### config.mk
export PLATFORM = sky130hd
export DESIGN_NAME = sms_queue
export DESIGN_NICKNAME = d
export VERILOG_FILES = /design/src/sv/sms_pkg.sv /design/src/sv/sms_queue.sv
export SDC_FILE = /design/constraint.sdc
export NUM_CORES = 1
export LEC_CHECK = 0
export BUFFER_PORTS_ARGS = -buffer_cell sky130_fd_sc_hd__buf_2
export CORE_UTILIZATION = 51
export DETAILED_ROUTE_END_ITERATION = 7
export PLACE_DENSITY = 0.75
export SYNTH_ARGS = -nofsm -noshare
export SYNTH_HDL_FRONTEND = slang
export SYNTH_SLANG_ARGS = --single-unit
### constraint.sdc
create_clock -name i_clk -period 2.3 [get_ports i_clk]
set_input_delay 0.46 -clock i_clk [delete_from_list [all_inputs] [get_ports i_clk]]
set_output_delay 0.46 -clock i_clk [all_outputs]
set_load 0.02 [all_outputs]
### src/sv/sms_pkg.sv
// Shared transaction types for the subarray minimum sum block.
`default_nettype none

package sms_pkg;

    // Input transaction: one array element.
    typedef struct packed {
        logic signed [31:0] value;
        logic               last;
    } t_in;

    // Output transaction: one result per array.
    typedef struct packed {
        logic signed [63:0] total;
        logic               overflow;
    } t_out;

    // Classified element as it travels from the front end to the stack engine.
    typedef struct packed {
        logic signed [31:0] value;
        logic               last;
        logic               keep;      // element is inside capacity
        logic               overflow;  // capacity exceeded so far, valid with last
    } t_q_item;

endpackage

`default_nettype wire

### src/sv/sms_queue.sv
// Short FIFO between the front end and the stack engine.
`default_nettype none

module sms_queue #(
    parameter int DEPTH = 4
) (
    input  wire logic            i_clk,
    input  wire logic            i_rst_n,
    input  wire logic            i_push,
    input  wire sms_pkg::t_q_item i_item,
    output logic                 o_full,
    input  wire logic            i_pop,
    output logic                 o_valid,
    output sms_pkg::t_q_item     o_item
);

    localparam int PW = (DEPTH > 1) ? $clog2(DEPTH) : 1;
    localparam int NW = $clog2(DEPTH + 1);

    sms_pkg::t_q_item r_mem [DEPTH];
    logic [PW-1:0]    r_wptr, n_wptr;
    logic [PW-1:0]    r_rptr, n_rptr;
    logic [NW-1:0]    r_cnt,  n_cnt;
    logic             w_push, w_pop;

    assign o_full  = (r_cnt == NW'(DEPTH));
    assign o_valid = (r_cnt != '0);
    assign o_item  = r_mem[r_rptr];
    assign w_push  = i_push && !o_full;
    assign w_pop   = i_pop && o_valid;

    always_comb begin
        n_wptr = r_wptr;
        n_rptr = r_rptr;
        n_cnt  = r_cnt;
        if (w_push) begin
            n_wptr = (r_wptr == PW'(DEPTH - 1)) ? '0 : r_wptr + PW'(1);
        end
        if (w_pop) begin
            n_rptr = (r_rptr == PW'(DEPTH - 1)) ? '0 : r_rptr + PW'(1);
        end
        if (w_push && !w_pop) begin
            n_cnt = r_cnt + NW'(1);
        end else if (w_pop && !w_push) begin
            n_cnt = r_cnt - NW'(1);
        end
    end

    always_ff @(posedge i_clk) begin
        if (!i_rst_n) begin
            r_wptr <= '0;
            r_rptr <= '0;
            r_cnt  <= '0;
        end else begin
            r_wptr <= n_wptr;
            r_rptr <= n_rptr;
            r_cnt  <= n_cnt;
        end
    end

    always_ff @(posedge i_clk) begin
        if (w_push) begin
            r_mem[r_wptr] <= i_item;
        end
    end

    a_fill_bounded: assert property (@(posedge i_clk) disable iff (!i_rst_n)
        r_cnt <= NW'(DEPTH))
        else $error("queue fill count above depth");

endmodule

`default_nettype wire

==> reports/qor.yml <==
timing:
  grt_setup_unrepaired: "true"
  timing.final.crit_period_ns: 2.32
  tightest_slew_ns: 0.372
  worst_slack_ns: -0.0185
  setup_tns_ns: -0.0284
  clock.fmax_ghz: 0.431
  skew_ns: 0.0101
  finalCritPeriodShare_pct: 101
  slew_headroom_pct: 75.2
  slew_viol_final: 0
  setup_viol: 2
  fin_hold_ws_ns: 0.138
  hold_violations: 0
detailed_routing:
  drc: 0
  totalWireLength_um: 9230
  dr.pass1.iters: 4
  drt_iter0_drc: 137
  wire_per_inst_um: 19.2
  num_vias: 2603
  drtAntennaViolNets: 0
  vias_per_cell: 5.41
clocking:
  cts_tree: "built"
  clkSinkCount: 149
  numCtsBuffers: 17
  cts_max_path_buffers: 2
  postCtsSetupBuffers: 0
  clk_pin_slew_worst_paths_ns: 0.06
  insertion_delay_ns: 0.53
  cts-root-buf: "clkbuf_8"
  htreeDepth: 4
  postCtsHoldBufs: 0
global_routing:
  grt_start_max_net_pins: 27
  grt_antenna_before_repair: 0
  grt_overflow: 0
  track_usage_pct: 18.6
  grt_pass1_wl_um: 14700
  grt_pass1_vias: 2833
synth:
  synth_cells: 234
  syn_avg_cell_area_um2: 23.9
  ys_seq_elements: 149
  synthDistinctLibCells: 25
  synthesis.nets: 280
  yosys_most_used_dff: "edfxtp_1"
  yosys_warnings: 0
  ys_seq_area_share_pct: 78.5
  netlist_area_um2: 5580
  synth-edff-count: 140
  async_flop_share_pct: 0
placed_design:
  place_hpwl_um: 5580
  gp_congestion: 0.663
  placed_cell_area_um2: 6170
  numPortBuffers: 75
setup_path:
  cp_slowest_cell: "mux4_1"
  cp-start-kind: "register"
  max_stage_delay_ns: 0.57
  arrival_ns: 1.86
  end_kind: "output port"
  path_class: "register to output port"
  cp_max_fo: 12
  path_cells: "buf_12, mux4_1, buf_2"
  required_ns: 1.84
pwr:
  peakVddDrop_mv: 0.785
  internal_power_mw: 5.77
  pwr_density_cell_nw_per_um2: 1180
  finalPower_mw: 8.01
  seqPwrFrac_pct: 42.8
  pwr-share-comb_pct: 24.5
  p_sw_share_pct: 28.0
  p_clk_share_pct: 32.7
  p_sw_mw: 2.24
  p_leak_nw: 2.36
die:
  die_area_um2: 11400
  start_util_pct: 53.4
  core-area_um2: 10500
  die_y_um: 107
  core.rowCount: 37
  ios: 76
  die_w_um: 107
min_path:
  holdCritPathClass: "input port to register"
outcome:
  violations: "negative setup slack"
  status: "complete, but fails checks"
finish:
  drive_gt1_share_pct: 46.1
  design_area_um2: 6810
  nNetsFinal: 378
  fin_util_pct: 65.1
  area_growth_pct: 22.0
  antenna_cells: 0
run:
  maxCapViolCount: 0
flip-flops by register name, indices dropped and copies added, names as in the netlist, named ones only:
name and flops:
r_cnt 3, r_rptr 2, r_wptr 2, r_mem 140
worst max-delay path: cells and delay by family, from the launching register on:
kind / cells / cell delay (ns)
mux: 1 / 0.57
flops: 1 / 0.41
buf+inv: 2 / 0.36
cells in the mapped netlist (3+ instances only):
master,count,area (um2)
mux4_2,30,676
o21ai_0,3,15.0
inv_1,3,11.3
dfxtp_1,9,180
edfxtp_1,140,4200
and2_1,5,31.3
nand2_1,6,22.5
buf_12,3,60.1
mux2i_1,3,30.0
mux4_1,5,131
ha_1,6,75.1
buf_2,4,20.0
layer usage:
layer / global-route usage (%) / share of wire, % / vias to the layer above
met3: 7.54 / 7.2 / 12
li1: - / - / 1175
met5: 0 / 0 / -
met4: 7.34 / 1.2 / 0
met1: 22.3 / 41 / 1330
met2: 30.0 / 51 / 86
through the flow:
step / setup slack [ns] / std cells
global placement: 0.306 / 448
global route: -0.0946 / 481
detailed placement: 0.0867 / 448
finish: -0.0185 / 481
floorplan: 0.191 / 234
CTS: -0.0545 / 481
layout make-up:
class	count	area [um2]
repair buffers	89	576
clock buffers	18	418
multi-input cells	72	1090
inverters	3	11.3
fillers	732	3650
flip-flops and latches	149	4390
clock inverters	14	155
well taps	136	170
path summary, 6_finish.rpt:
path              slack (ns)        from      endpoint  cells after the start
hold reg to reg         0.50   r_wptr[1]     r_wptr[1]                      2
hold / removal          0.14  i_item[16]  r_mem[3][16]                      1
setup reg to reg        0.20    r_cnt[0]      r_cnt[2]                      8
setup / recovery       -0.02    register    o_item[15]                      3
cell families after synthesis:
group	after synthesis	share of synthesized area, %
adder cells (fa/ha/maj)	7	1.70
XOR/XNOR	2	0.314
buffers and inverters	13	1.99
AO/OA/AOI/OAI	5	0.538
flip-flops	149	78.5
AND/OR/NAND/NOR	20	1.95
multiplexers	38	15.0
power groups by stage:
stage                     clock (mW)  sequential (mW)  combinational (mW)
after floorplan                    0             3.44                1.39
after global placement             0             3.44                1.87
after detailed placement           0             3.47                1.89
after CTS                       2.66             3.43                1.96
after global routing            2.77             3.46                2.12
final                           2.62             3.43                1.97
repair_timing:
item / 4_1_cts / 5_1_grt
setup endpoints to repair: 34 / 36
pin swaps: 0 / 0
gates resized for setup: 5 / 10
cloned: 1 / 0
cells in the final DEF, fill, tap and decap left out, drive strengths merged, types with 3 or more instances in the layout:
cell type | Yosys | routed
mux4 | 35 | 35
clkinv | 0 | 5
nand2 | 6 | 6
inv | 3 | 5
mux2i | 3 | 3
o21ai | 3 | 3
ha | 6 | 6
and2 | 5 | 5
buf | 8 | 89
edfxtp | 140 | 140
clkinvlp | 0 | 5
dfxtp | 9 | 9
clkbuf | 2 | 18
Power figures use the tool's default switching activity.
