<file path="src/sv/sms_pkg.sv">
// Shared transaction types for the subarray minimum sum block.
`default_nettype none

package sms_pkg;

    // Input transaction: one array element.
    typedef struct packed {
        logic signed [31:0] value;
        logic               last;
    } t_in;

    // Output transaction: one result per array.
    typedef struct packed {
        logic signed [63:0] total;
        logic               overflow;
    } t_out;

    // Classified element as it travels from the front end to the stack engine.
    typedef struct packed {
        logic signed [31:0] value;
        logic               last;
        logic               keep;      // element is inside capacity
        logic               overflow;  // capacity exceeded so far, valid with last
    } t_q_item;

endpackage

`default_nettype wire

</file>
<file path="src/sv/sms_front.sv">
// Front end: accepts elements, applies the capacity limit, feeds the queue.
`default_nettype none

module sms_front #(
    parameter int MAX_LEN = 1024
) (
    input  wire logic             i_clk,
    input  wire logic             i_rst_n,
    input  wire logic             i_in_valid,
    input  wire sms_pkg::t_in     i_in_data,
    output logic                  o_in_stall,
    input  wire logic             i_q_full,
    output logic                  o_q_push,
    output sms_pkg::t_q_item      o_q_item
);

    localparam int CW = $clog2(MAX_LEN + 1);

    logic [CW-1:0] r_count, n_count;
    logic          r_ovf,   n_ovf;
    logic          w_keep;
    logic          w_ovf_now;

    assign o_in_stall = i_q_full;
    assign o_q_push   = i_in_valid && !i_q_full;
    assign w_keep     = (r_count < CW'(MAX_LEN));
    assign w_ovf_now  = r_ovf || !w_keep;

    always_comb begin
        o_q_item.value    = i_in_data.value;
        o_q_item.last     = i_in_data.last;
        o_q_item.keep     = w_keep;
        o_q_item.overflow = w_ovf_now;
    end

    always_comb begin
        n_count = r_count;
        n_ovf   = r_ovf;
        if (o_q_push) begin
            if (i_in_data.last) begin
                // end of array: start the next one from scratch
                n_count = '0;
                n_ovf   = 1'b0;
            end else begin
                n_count = w_keep ? r_count + CW'(1) : r_count;
                n_ovf   = w_ovf_now;
            end
        end
    end

    always_ff @(posedge i_clk) begin
        if (!i_rst_n) begin
            r_count <= '0;
            r_ovf   <= 1'b0;
        end else begin
            r_count <= n_count;
            r_ovf   <= n_ovf;
        end
    end

endmodule

`default_nettype wire

</file>
<file path="config.mk">
export PLATFORM = sky130hd
export DESIGN_NAME = sms_front
export DESIGN_NICKNAME = d
export VERILOG_FILES = /design/src/sv/sms_pkg.sv /design/src/sv/sms_front.sv
export SDC_FILE = /design/constraint.sdc
export NUM_CORES = 1
export LEC_CHECK = 0
export ABC_AREA = 1
export BUFFER_PORTS_ARGS = -buffer_cell sky130_fd_sc_hd__buf_4
export CAP_MARGIN = 30
export CORE_AREA = 4 4 54 56
export DETAILED_ROUTE_END_ITERATION = 6
export DIE_AREA = 0 0 58 60
export GPL_TIMING_DRIVEN = 0
export PLACE_DENSITY = 0.88
export SYNTH_ARGS = -nofsm -noshare
export SYNTH_HDL_FRONTEND = slang
export SYNTH_SLANG_ARGS = --single-unit
export TNS_END_PERCENT = 30
</file>
<file path="constraint.sdc">
create_clock -name i_clk -period 1.3 [get_ports i_clk]
set_input_delay 0.065 -clock i_clk [delete_from_list [all_inputs] [get_ports i_clk]]
set_output_delay 0.065 -clock i_clk [all_outputs]
set_load 0.01 [all_outputs]
</file>
==> impl_results.md <==
* Reg-to-reg endpoint: r_count[8]
* Startpoint Class: register
* Total congestion overflow at 0
* Cts repair resizes at 0
* Synth-to-layout area growth at 43.2%
* Sink Count at 12
* Vias in the first global route at 683
* Post-DP HPWL at 1610 um
* Via density at about 4.3
* Final wirelength at between 1500 and 2000 um
* Crit path top cell by count: nand2_1
* Filler cells at 238
* Core ar. at 2430 sq um
* Die Width at 58 um
* Critical path class: reg -> reg
* Hold_buf cts at 0
* Clk_skew at ~1.1 ps
* Starting Density at between 30% and 40%
* All-Layer GR Usage at about a tenth
* Net Count, Synth at about 160
* Final Max Slew Viols at 0
* Net Sw Frac at approximately 24%
* R2r setup slk at ~96 ps
* GP Congestion at 0.797
* Clock buffer count from CTS at 3
* Crit path capture type: register
* Final total power at 0.000908 W
* Number of synthesized flops with an enable pin at 0
* Worst-Margin Slew at between 200 and 250 ps
* Buffers added on ports at just over 40
* Syn avg cell area at 7.06 sq um
* DRT Pass-1 Iters at 4
* Placed Cells at between 150 and 200
* Reg power frac at just over 40%
* Final Hold Fails at 0
* Comb pwr share at about a quarter
* Share of the synthesized area in the top cell type at between 30% and 40%
* Max Fclk at roughly 830 MHz
* Remaining DRCs at 0
* Worst endpoint data arrival time at about 1400 ps
* Initial antenna violation count at 0
* Die area at around 3500 sq um
* Pint at between 0.0006 and 0.0007 W
* H-tree depth at 1
* Post-synth ARST share at 0%
* Top-count cell post-synth: buf_4
* CP max FO at 4
* CTS tree: built
* Slowest CP cell: dfxtp_1
* Fin nets at 210
* Synthesized area at 890 sq um
* Max-slew headroom at approximately 85%
* Max-Cap Viols at 0
* Fin crit share at 92.6%
* First-pass GRT wire length at around 2800 um
* Seq/Total Area, Yosys at between 20 and 30%
* Drt first-iter violations at 12
* Antenna viol nets, final at 0
* Min-delay worst type: in -> reg
* Layout cells sized above 1 at 54.4%
* Fin Setup TNS at 0 ps
* Die Span Y at approximately 60 um
* Max VDD drop at 415 uV
* Hold path start: i_rst_n
* Status: finished, final reports clean
* Wire length per cell at about 9.7 um
* Crit path largest cell delay at ~380 ps
* Crit path time final at between 1000 and 1500 ps
* Clk pwr share at between 30% and 40%
* # rows at 18
* Worst-path cell chain: ha_1, nand2_1, inv_2, nand2_1, nor2_2, nand3_1, nand2_1, a21oi_1
* Vias post-DR at 869
* Worst R2R Path Depth at 8
* Synth cell types at 19
* Worst Setup EP: r_count[8]
* Post CTS Setup Buffer Count at 0
* Antenna Cells at 0
* Synth top cells by count: buf_4, nand2_1, nor2_1, dfxtp_1, inv_1
* Pwr/cell area at approximately 700 nW/um^2
* Synth Instances at 126
* Ports at 74
* R2R Path Start: r_count[0]
* Largest net degree at the start of global routing at 11
* YS warnings at 0
* Final Setup Violations at 0
* Clock Path Buffers at 2
* Clock transition at path regs at approximately 70 ps
* Largest area contributor in the netlist: buf_4
* RSZ-0062 raised after global routing: no
* Clk_lat worst skew at around 270 ps
* LEAKAGE at between 0.6 and 0.7 nW
* Most used flip-flop cell after synthesis: dfxtp_1
* Crit path required time at ~1500 ps
* Non-Filler Instances at roughly 200
* FF+latch count, synth at 12
* Root buf cell: clkbuf_4
* Setup crit start: r_count[0]
* Top post-synthesis cells by area: buf_4, dfxtp_1, nand2_1, nor2_1, inv_1
* Psw at about 0.00022 W
[metrics by stage]
| step | hold slack [ps] | cell area (sq um) | setup WS (ps) | utilization [%] |
|---|---|---|---|---|
| after floorplan | 197 | 890 | 207 | - |
| after global placement | 307 | 1230 | 86.7 | 50.8 |
| after detailed placement | 308 | 1230 | 71.9 | 50.8 |
| after CTS | 34.8 | 1270 | 51.4 | 52.3 |
| after global routing | 51.3 | 1270 | 27.3 | 52.4 |
| final | 38.6 | 1270 | 96.1 | 52.4 |
[registers in the layout, indices dropped and copies added, names as in the netlist]
name / count
r_count: 11
r_ovf: 1
[kinds of logic after synthesis]
kind of cell	Yosys count	share of synthesized area [%]
buffers and inverters	51	37.6
AO/OA/AOI/OAI	11	6.33
adder cells (fa/ha/maj)	1	1.41
AND/OR/NAND/NOR	51	27.7
flip-flops	12	27.0
[worst min-delay path by stage]
stage	to	slack (ps)	cells past startpoint
finish	r_count[1]	40	3
global route	r_count[1]	50	3
CTS	r_count[1]	30	3
detailed placement	o_q_item[3]	310	2
global placement	o_q_item[3]	310	2
floorplan	r_count[0]	200	2
[power groups by stage]
stage	registers, W	clock network [W]	logic [W]
2_1_floorplan	0.000379	0	0.000140
3_3_place_gp	0.000379	0	0.000239
3_5_place_dp	0.000379	0	0.000243
4_1_cts	0.000371	0.000307	0.000243
5_1_grt	0.000371	0.000324	0.000259
6_report	0.000371	0.000297	0.000240
[routing by layer]
layer | vias to the layer above | track usage [%] | share of wire, % | wire [um]
met3 | 5 | 4.10 | 14 | 277
li1 | 446 | - | - | -
met4 | 0 | 5.96 | 2.0 | 38
met1 | 372 | 11.4 | 35 | 685
met2 | 46 | 16.8 | 49 | 945
met5 | - | 0 | 0 | 0
[worst max-delay path: cells and delay by family, from the launching register on]
family	cells	cell delay, ps
flip-flops	1	380
AO/OA/AOI/OAI	1	40
AND/OR/NAND/NOR	5	400
buffers and inverters	1	80
adder cells (fa/ha/maj)	1	190
[area by class of cell]
cell class / instances / area (sq um) / share of cell area (%)
plain buffers: 37 / 282 / 22.1
clock buffers: 4 / 36.3 / 2.85
inverters: 14 / 52.6 / 4.13
multi-input cells: 63 / 318 / 25.0
flip-flops and latches: 12 / 240 / 18.9
well taps: 30 / 37.5 / 2.95
repair buffers: 41 / 308 / 24.2
[layout by cell type, fill, tap and decap left out, types with 2 or more instances in the layout]
cell type and instances:
a21oi_1 7, inv_2 2, nand2_2 2, buf_4 77
o21ai_1 2, nand3_1 3, nand2_1 20, inv_1 12
nor2_1 14, nand4_1 4, nor2_4 2, dfxtp_1 12
clkbuf_4 3, nor2_2 3, nand3_2 2
(Power assumes the default switching activity.)
